<file path="src/rtl/core/u8esc_pkg.sv">
// ----------------------------------------------------------------------------
// u8esc_pkg
// Shared types and constants for the UTF-8 decoder with byte escapes.
// ----------------------------------------------------------------------------
package u8esc_pkg;

    localparam logic [20:0] ESCAPE_BASE = 21'h00DC00;
    localparam logic [20:0] MAX_SCALAR  = 21'h10FFFF;
    localparam logic [20:0] SURR_LO     = 21'h00D800;
    localparam logic [20:0] SURR_HI     = 21'h00DFFF;

    localparam logic [2:0] LEN_NONE = 3'd0;
    localparam logic [2:0] LEN_TWO  = 3'd2;
    localparam logic [2:0] LEN_THREE = 3'd3;
    localparam logic [2:0] LEN_FOUR = 3'd4;

    localparam int MAX_RESULTS = 4;

    // decoder state carried between bytes
    typedef struct packed {
        logic [2:0]      exp_len;
        logic [1:0]      rcv_cnt;
        logic [20:0]     partial;
        logic [2:0][7:0] pend;
    } dec_state_t;

    typedef struct packed {
        logic [20:0] code_point;
        logic        last;
    } result_t;

    function automatic logic [20:0] escape_of(input logic [7:0] b);
        return ESCAPE_BASE + {13'd0, b};
    endfunction

    // smallest legal scalar for a sequence length
    function automatic logic [20:0] min_for_len(input logic [2:0] len);
        logic [20:0] m;
        case (len)
            LEN_TWO:   m = 21'h000080;
            LEN_THREE: m = 21'h000800;
            LEN_FOUR:  m = 21'h010000;
            default:   m = 21'h000000;
        endcase
        return m;
    endfunction

endpackage

</file>
<file path="src/rtl/core/u8esc_decode.sv">
// ----------------------------------------------------------------------------
// u8esc_decode
// Single-pass decode of one byte: next state and up to four results.
// ----------------------------------------------------------------------------
module u8esc_decode (
    input  logic [7:0]             byte_in,
    input  logic                   end_of_string,
    input  u8esc_pkg::dec_state_t  st,
    output u8esc_pkg::dec_state_t  st_next,
    output u8esc_pkg::result_t [3:0] res,
    output logic [2:0]             res_cnt
);

    always_comb begin
        u8esc_pkg::dec_state_t    s;
        u8esc_pkg::result_t [3:0] r;
        logic [2:0]  n;
        logic        fresh;
        logic [20:0] cp;
        logic [2:0]  len;
        logic [2:0]  f_len;
        logic [20:0] f_bits;
        logic        bad;

        s      = st;
        r      = '0;
        n      = 3'd0;
        fresh  = 1'b0;
        cp     = {st.partial[14:0], byte_in[5:0]};
        len    = (st.exp_len > u8esc_pkg::LEN_FOUR) ? u8esc_pkg::LEN_FOUR : st.exp_len;
        f_len  = u8esc_pkg::LEN_NONE;
        f_bits = '0;
        bad    = (cp < u8esc_pkg::min_for_len(len)) || (cp > u8esc_pkg::MAX_SCALAR) ||
                 ((cp >= u8esc_pkg::SURR_LO) && (cp <= u8esc_pkg::SURR_HI));

        if (st.exp_len == u8esc_pkg::LEN_NONE) begin
            fresh = 1'b1;
        end else if (byte_in[7:6] != 2'b10) begin
            // breaking byte: escape what is buffered, then decode it anew
            for (int k = 0; k < 3; k++) begin
                if (k < int'(s.rcv_cnt)) begin
                    r[n[1:0]].code_point = u8esc_pkg::escape_of(s.pend[k]);
                    n = n + 3'd1;
                end
            end
            s.exp_len = '0;
            s.rcv_cnt = '0;
            s.partial = '0;
            fresh     = 1'b1;
        end else if (({1'b0, st.rcv_cnt} + 3'd1) >= len) begin
            if (bad) begin
                for (int k = 0; k < 3; k++) begin
                    if (k < int'(s.rcv_cnt)) begin
                        r[n[1:0]].code_point = u8esc_pkg::escape_of(s.pend[k]);
                        n = n + 3'd1;
                    end
                end
                r[n[1:0]].code_point = u8esc_pkg::escape_of(byte_in);
                n = n + 3'd1;
            end else begin
                r[n[1:0]].code_point = cp;
                n = n + 3'd1;
            end
            s.exp_len = '0;
            s.rcv_cnt = '0;
            s.partial = '0;
        end else begin
            if (st.rcv_cnt != 2'd3) begin
                s.pend[st.rcv_cnt] = byte_in;
            end
            s.rcv_cnt = st.rcv_cnt + 2'd1;
            s.partial = cp;
            if (end_of_string) begin
                for (int k = 0; k < 3; k++) begin
                    if (k < int'(s.rcv_cnt)) begin
                        r[n[1:0]].code_point = u8esc_pkg::escape_of(s.pend[k]);
                        n = n + 3'd1;
                    end
                end
                s.exp_len = '0;
                s.rcv_cnt = '0;
                s.partial = '0;
            end
        end

        if (fresh) begin
            if (byte_in[7:5] == 3'b110) begin
                f_len  = u8esc_pkg::LEN_TWO;
                f_bits = {16'd0, byte_in[4:0]};
            end else if (byte_in[7:4] == 4'b1110) begin
                f_len  = u8esc_pkg::LEN_THREE;
                f_bits = {17'd0, byte_in[3:0]};
            end else if (byte_in[7:3] == 5'b11110) begin
                f_len  = u8esc_pkg::LEN_FOUR;
                f_bits = {18'd0, byte_in[2:0]};
            end
            if (!byte_in[7]) begin
                r[n[1:0]].code_point = {13'd0, byte_in};
                n = n + 3'd1;
            end else if ((f_len == u8esc_pkg::LEN_NONE) || end_of_string) begin
                r[n[1:0]].code_point = u8esc_pkg::escape_of(byte_in);
                n = n + 3'd1;
            end else begin
                s.pend[0] = byte_in;
                s.rcv_cnt = 2'd1;
                s.exp_len = f_len;
                s.partial = f_bits;
            end
        end

        if (end_of_string) begin
            s.exp_len = '0;
            s.rcv_cnt = '0;
            s.partial = '0;
            if (n != 3'd0) begin
                r[2'(n - 3'd1)].last = 1'b1;
            end
        end

        st_next = s;
        res     = r;
        res_cnt = n;
    end

endmodule

</file>
<file path="src/rtl/core/utf8_decoder_byte_escape.sv">
// ----------------------------------------------------------------------------
// utf8_decoder_byte_escape
// Streaming UTF-8 decoder; bytes of bad or cut-off sequences leave as
// 0xDC00 plus the byte.
// ----------------------------------------------------------------------------
//  channel | direction | request payload
//  s_      | in        | s_byte_in[7:0], s_end_of_string
//  m_      | out       | m_code_point[20:0], m_last_result
//
//  One byte a cycle in steady state while the output is not held back; a taken
//  byte waits in the input register, is decoded there and its results are loaded into the result buffer.
//  A byte yields k results (k up to 4), and the result buffer drains them
//  one request per cycle while m_ready is high.
//  An input register takes a byte while results still wait on m_ready.
//  aresetn (synchronous) clears the open sequence and both buffers.
// ----------------------------------------------------------------------------
module utf8_decoder_byte_escape (
    input  logic        aclk,
    input  logic        aresetn,
    input  logic        s_valid,
    output logic        s_ready,
    input  logic [7:0]  s_byte_in,
    input  logic        s_end_of_string,
    output logic        m_valid,
    input  logic        m_ready,
    output logic [20:0] m_code_point,
    output logic        m_last_result
);

    logic                     in_valid_reg;
    logic [7:0]               in_byte_reg;
    logic                     in_eos_reg;
    u8esc_pkg::dec_state_t    st_reg;
    u8esc_pkg::dec_state_t    st_next;
    u8esc_pkg::result_t [3:0] dec_res;
    logic [2:0]               dec_cnt;
    u8esc_pkg::result_t [3:0] res_reg;
    logic [2:0]               cnt_reg;
    logic                     take;
    logic                     load;

    u8esc_decode u_decode (
        .byte_in       (in_byte_reg),
        .end_of_string (in_eos_reg),
        .st            (st_reg),
        .st_next       (st_next),
        .res           (dec_res),
        .res_cnt       (dec_cnt)
    );

    assign m_valid       = (cnt_reg != 3'd0);
    assign m_code_point  = res_reg[0].code_point;
    assign m_last_result = res_reg[0].last;
    assign take          = m_valid && m_ready;
    // result buffer is free once its final entry goes out
    assign load          = in_valid_reg && ((cnt_reg == 3'd0) || ((cnt_reg == 3'd1) && take));
    assign s_ready       = !in_valid_reg || load;

    always_ff @(posedge aclk) begin
        if (!aresetn) begin
            in_valid_reg <= 1'b0;
        end else if (s_ready) begin
            in_valid_reg <= s_valid;
        end
    end

    always_ff @(posedge aclk) begin
        if (s_valid && s_ready) begin
            in_byte_reg <= s_byte_in;
            in_eos_reg  <= s_end_of_string;
        end
    end

    // buffered bytes are only read below rcv_cnt, so they keep no reset
    always_ff @(posedge aclk) begin
        if (!aresetn) begin
            st_reg.exp_len <= '0;
            st_reg.rcv_cnt <= '0;
            st_reg.partial <= '0;
        end else if (load) begin
            st_reg <= st_next;
        end
    end

    always_ff @(posedge aclk) begin
        if (!aresetn) begin
            cnt_reg <= 3'd0;
        end else if (load) begin
            cnt_reg <= dec_cnt;
        end else if (take) begin
            cnt_reg <= cnt_reg - 3'd1;
        end
    end

    always_ff @(posedge aclk) begin
        if (load) begin
            res_reg <= dec_res;
        end else if (take) begin
            res_reg <= {u8esc_pkg::result_t'('0), res_reg[3:1]};
        end
    end

endmodule

</file>
<file path="config.mk">
export PLATFORM = sky130hd
export DESIGN_NAME = utf8_decoder_byte_escape
export DESIGN_NICKNAME = d
export VERILOG_FILES = /design/src/rtl/core/u8esc_pkg.sv /design/src/rtl/core/u8esc_decode.sv /design/src/rtl/core/utf8_decoder_byte_escape.sv
export SDC_FILE = /design/constraint.sdc
export NUM_CORES = 1
export LEC_CHECK = 0
export BUFFER_PORTS_ARGS = -buffer_cell sky130_fd_sc_hd__clkbuf_2
export CELL_PAD_IN_SITES_DETAIL_PLACEMENT = 0
export CELL_PAD_IN_SITES_GLOBAL_PLACEMENT = 1
export CORE_ASPECT_RATIO = 1.75
export CORE_MARGIN = 1.5
export CORE_UTILIZATION = 44
export DETAILED_ROUTE_END_ITERATION = 12
export GPL_TIMING_DRIVEN = 1
export PLACE_DENSITY = 0.87
export SYNTH_ARGS = -nofsm -noshare
export SYNTH_HDL_FRONTEND = slang
export SYNTH_SLANG_ARGS = --single-unit
</file>
<file path="constraint.sdc">
create_clock -name aclk -period 3.6 [get_ports aclk]
set_clock_uncertainty 0.15 [all_clocks]
set_input_delay 0.72 -clock aclk [delete_from_list [all_inputs] [get_ports aclk]]
set_output_delay 0.72 -clock aclk [all_outputs]
set_load 0.05 [all_outputs]
</file>
# --- Word-level counts from Yosys, hierarchy flattened ---
# Index checks and enable logic that the tools add are counted.
word_totals:
  ff_bits: 151
  output_inout_bits: 24
  wordCells: 257
classes:
  add_sub_neg: 19
  n_lt_le_gt_ge: 32
  eq_ne: 9
  n_mux: 147
  bitwise_logic: 3
  reduce_logical: 29
ops:
  columns: ["operator", "count"]
  rows:
  - ["$mux 88", 31]
  - ["$bwmux 88", 10]
  - ["$demux 22 s2", 9]
  - ["$mux 21", 15]
  - ["$mux 26", 7]
  - ["$mux 22", 8]
  - ["$mux 24", 6]
  - ["$mux 3", 46]
  - ["$add 16x8->17 const A", 7]
  - ["$mux 66", 1]
  - ["$pmux 17 s3", 1]
  - ["$mux 50", 1]
  - ["$mux 8", 4]
  - ["$lt 2x3->1 const B", 10]
  - ["$add 3x1->3 const B", 8]
  - ["$bwmux 24", 1]
  - ["$ge 21x16->1 const B", 1]
  - ["$gt 21x21->1 const B", 1]
  - ["$le 21x16->1 const B", 1]
  - ["$lt 21x17->1", 1]
  - ["$ge 2x1->1 const B", 10]
  - ["$demux 8 s2", 1]
  - ["$logic_and 1x1->1", 15]
  - ["$logic_not 3->1", 3]
  - ["other kinds (22)", 41]

# --- Depth between registers and ports, before layout ---
logic_depth:
  depth_word: 41
  mapped_depth: 16
  depth_no_buf: 13

# --- Modules after synthesis ---
# From an unflattened synthesis, not the netlist that was laid out.
unflattened:
  hier_cells: 1045
  area_unflattened_um2: 10392.5
modules_own_cells:
  columns: ["mod", "n_inst", "cells_each", "area_each_um2", "seq_area_each_um2"]
  rows:
  - ["utf8_decoder_byte_escape", 1, 399, 6302.3, 4234.1]
  - ["u8esc_decode", 1, 646, 4090.2, 0.0]

# --- Worst setup path after synthesis ---
# No wires, ideal clock.
synth_path:
  kind: "register -> register"
  startpoint: "register st_reg[45] (netlist name)"
  endpoint: "register res_reg[51] (netlist name), data pin"
  setup_time_ns: 0.135
  arrival_ns: 3.266
  required_time_ns: 3.315
  path_slack_ns: 0.049
  stages_incl_launch_ff: 17
  path_buffers: 3
  synth_period_minus_slack_ns: 3.551
  cell_sequence: "dfxtp_1 -> inv_1 -> ha_1 -> buf_2 -> nand3b_1 -> o211ai_1 -> and2_1 -> clkbuf_1 -> or2_1 -> buf_6 -> a31o_4 -> inv_2 -> ha_1 -> a21oi_1 -> a21oi_1 -> a311o_1 -> nand3_1"
synth_between:
  elab_chain_cells: 35
synth_rtl:
  columns: ["item", "line_no", "source"]
  rows:
  - ["start, declared", "utf8_decoder_byte_escape.sv:33", "u8esc_pkg::dec_state_t st_reg;"]
  - ["start signal, assigned", "utf8_decoder_byte_escape.sv:81", "st_reg <= st_next;"]
  - ["branches (longest 33 deep; another with $add 3x1->3)", null, null]
  - ["$mux 88 (*)", "u8esc_decode.sv:111", "if (end_of_string) begin"]
  - ["$mux 88 (*)", "utf8_decoder_byte_escape.sv:96", "if (load) begin"]
  - ["end signal, assigned", "utf8_decoder_byte_escape.sv:97", "res_reg <= dec_res;"]
  - ["end signal, assigned", "utf8_decoder_byte_escape.sv:99", "res_reg <= {u8esc_pkg::result_t'('0), res_reg[3:1]};"]
  - ["end, declared", "utf8_decoder_byte_escape.sv:37", "u8esc_pkg::result_t [3:0] res_reg;"]
# Every way passes the cells marked *. The select of a mux whose other input is x is not followed.
# A chain may end at the register's enable or synchronous reset.

# --- Final worst setup path ---
layout_path:
  startpoint: "register st_reg[46] (netlist name)"
  endpoint: "register res_reg[23] (netlist name), data pin"
# The elaborated chain is that of the path after synthesis.

==> impl_results.md <==
- Number of synthesized register bits: between 100 and 150
- Syn_nets: about 800
- Syn Inst Count: about 760
- Synth Flop Type: edfxtp_1
- Core area: 15880 µm²
- Initial antenna violation count: 0
- Reg clk slew, reported paths: approximately 80 ps
- RSZ-0062 raised after global routing: no
- Mapped Area: between 7000 and 8000 µm²
- Longest Clk Path Bufs: 2
- Busiest layer in global routing: met2
- Vias per cell: 6.804
- Num rows: slightly above 60
- P&R area growth vs syn: 9.548%
- Synth Area in Adders: 0.03153
- Pwr/cell area: approximately 600 nW/µm²
- Final hold vios: 0
- FF+latch area: just over 3000 µm²
- Fillers: 1489
- Peak VDD IR: ~0.24 mV
- Met3 Usage GRT: 0.04835
- Clock Tree Root: clkbuf_16
- Crit path capture type: register
- Placed cell count: between 900 and 1000
- Synth Area in Compound Gates: 0.2486
- DRC violations left: 0
- Post CTS Setup Buffer Count: 0
- Post-synthesis mux area share: 0.05834
- Netlist cell types: between 70 and 80
- I/O Buffers: 36
- Simple-Gate Fraction of Synth Area: 0.1666
- Ys async rst share: 0
- Cell taking the most area after synthesis: edfxtp_1
- Hold Path Sink: in_byte_reg[0]
- Leak: roughly 0.0028 µW
- Clock latency on the worst-skew pair: between 300 and 400 ps
- Die area: 17030 µm²
- Final WL: 24060 µm
- Via count: 6579
- Layout Cells excl Fill: roughly 970
- Number of flip-flops in the largest register: 44
- Reg2reg start: st_reg[46]
- Setup crit start kind: register
- Max Freq: roughly 300 MHz
- Share of layout cells above drive strength 1: 0.1825
- Worst EP arrival: roughly 3400 ps
- Setup violations, final: 0
- CTS tree: yes
- R2R cell count: 9
- Tcrit/Tclk final: 0.9397
- Worst Hold Class: primary input to register
- Outcome: completed
- Post-DRT Antenna Nets: 0
- Largest net degree at the start of global routing: 40
- Die Span Y: 171.5 µm
- R2r setup slk: between 200 and 250 ps
- Synth Area per Inst: 9.360 µm²
- Fin area: between 7000 and 8000 µm²
- Largest family of logic cells by synthesized area: compound AO/OA/AOI/OAI gates
- Gp weighted congestion: 1.009
- Initial detailed-routing violation count: 691
- Io pins: 37
- Final #Nets: about 800
- Drt wl/cell: 24.88 µm
- CP max FO: 32
- First-pass GRT wire length: around 36000 µm
- Pre-antenna DRT Iters: 6
- Final max-slew violation count: 0
- Vias in the first global route: roughly 6500
- Share of the synthesized area in the top cell type: 0.3574
- H-Tree Depth: 3
- Worst EP required: 3570 ps
- Critical Path Start: st_reg[46]
- Met2 Use GR: 0.5024
- Worst-margin pin slew: approximately 1100 ps
- Clock Sinks: 109
- Hold Crit Start: s_byte_in[0]
- XOR/XNOR Fraction of Synth Area: 0.002453
- # hold bufs at CTS: 0
- Setup Crit Path Kind: register to register
- Synth area leaders: edfxtp_1, dfxtp_1, nand2_1
- Yosys Warn Count: 0
- Final worst path period need: about 3400 ps
- Max cap viols: 0
- Setup TNS Final: 0 ps
- Die W: 99.31 µm
- R2R Path End: res_reg[23]
- Grt met1 use: 0.2885
- Grt ovf: 0
- Slew margin rel.: 0.2460
- GRT Total Usage: 0.2831
- Post-CTS sizing: 0
- Area of the multi-input gates: about 3700 µm²
- Initial Util: 0.4499
- Area after DPL: between 7000 and 8000 µm²
- Register area share after synthesis: 0.4247
- Post-synth EDFFs: 85
- Inserted Diodes: 0
- CTS Buf Count: 9
- Hold Crit Depth: 1
- Post-DP HPWL: around 17000 µm
layer usage:
metal	up-vias	share of wire
met1	3126	0.33
li1	2882	-
met2	427	0.50
met4	0	0.092
met5	-	0
met3	144	0.071
cell usage after synthesis (all sizes together) (3+ instances only):
cell type and instances:
mux2i 10, o31ai 8, a21oi 41, a21o 3
nor3 20, or3 5, and2 16, a221oi 26
nor2b 25, a211oi 18, o211ai 8, ha 18
inv 17, dfxtp 24, nand3 16, o21ai 60
nand4b 4, and3 12, a31oi 10, edfxtp 85
a21boi 5, mux2 27, clkbuf 55, a32oi 3
a41o 5, a221o 11, nor2 39, a22o 5
o22ai 5, buf 31, a22oi 24, nand2 85
nand2b 6
layout make-up:
type	instances	area share
Clock inverter	6	0.005757
Clock buffer	10	0.02927
Tap cell	189	0.03023
Multi-Input combinational cell	550	0.4668
Inverter	18	0.008636
Sequential cell	109	0.3877
Timing Repair Buffer	85	0.07165
cells in the final DEF (no fill, tap or decap), types with 9 or more instances in the layout:
| master | netlist | layout |
|---|---|---|
| a211oi_1 | 18 | 18 |
| a21oi_1 | 41 | 41 |
| a221o_1 | 11 | 11 |
| a221oi_1 | 26 | 26 |
| a22oi_1 | 24 | 24 |
| and2_1 | 14 | 14 |
| and3_1 | 12 | 12 |
| buf_4 | 21 | 48 |
| clkbuf_16 | 0 | 9 |
| clkbuf_2 | 0 | 36 |
| dfxtp_1 | 24 | 24 |
| edfxtp_1 | 85 | 85 |
| ha_1 | 18 | 18 |
| inv_1 | 15 | 14 |
| mux2_2 | 23 | 23 |
| mux2i_1 | 9 | 9 |
| nand2_1 | 85 | 84 |
| nand3_1 | 16 | 16 |
| nor2_1 | 37 | 37 |
| nor2b_1 | 25 | 24 |
| nor3_1 | 20 | 19 |
| o21ai_0 | 51 | 51 |
| o21ai_1 | 9 | 9 |
cells by family after synthesis:
logic type / count (synthesis)
simple gates: 241
compound gates: 252
fa+ha+maj: 18
buf+inv: 104
flops: 109
mux: 37
xor+xnor: 2
worst max path at each step:
stage / end / slack (ps) / depth (start not counted)
6_report: res_reg[23] / 220 / 9
5_1_grt: res_reg[47] / 30 / 14
4_1_cts: res_reg[23] / 150 / 12
3_5_place_dp: res_reg[23] / 160 / 12
3_3_place_gp: res_reg[23] / 300 / 12
2_1_floorplan: res_reg[51] / 50 / 16
stage by stage:
step | hold slack [ps] | setup WS, ps | power, µW | util
finish | 373.4 | 217.2 | 4678 | 0.4928
detailed placement | 369.9 | 161.7 | 3717 | 0.4743
global route | 365.0 | 27.99 | 4854 | 0.4928
CTS | 367.8 | 148.0 | 4668 | 0.4916
floorplan | 344.6 | 48.58 | 3322 | -
global placement | 368.8 | 303.6 | 3677 | 0.4743
worst max-delay path: stages (launching register included):
cell and delay [ps]:
dfxtp_1 400, ha_1 230, buf_4 370, nand2b_1 390, mux2_2 470, nor2b_1 160
a41o_1 210, a221oi_1 370, nor3_1 110, a221o_1 280
where the power goes:
group	total (µW)	leakage, µW	switching (µW)	internal (µW)
registers	2020	0.000976	177	1850
clock network	961	0.000138	485	477
logic	1690	0.00171	1230	466
Power figures use the tool's default switching activity.
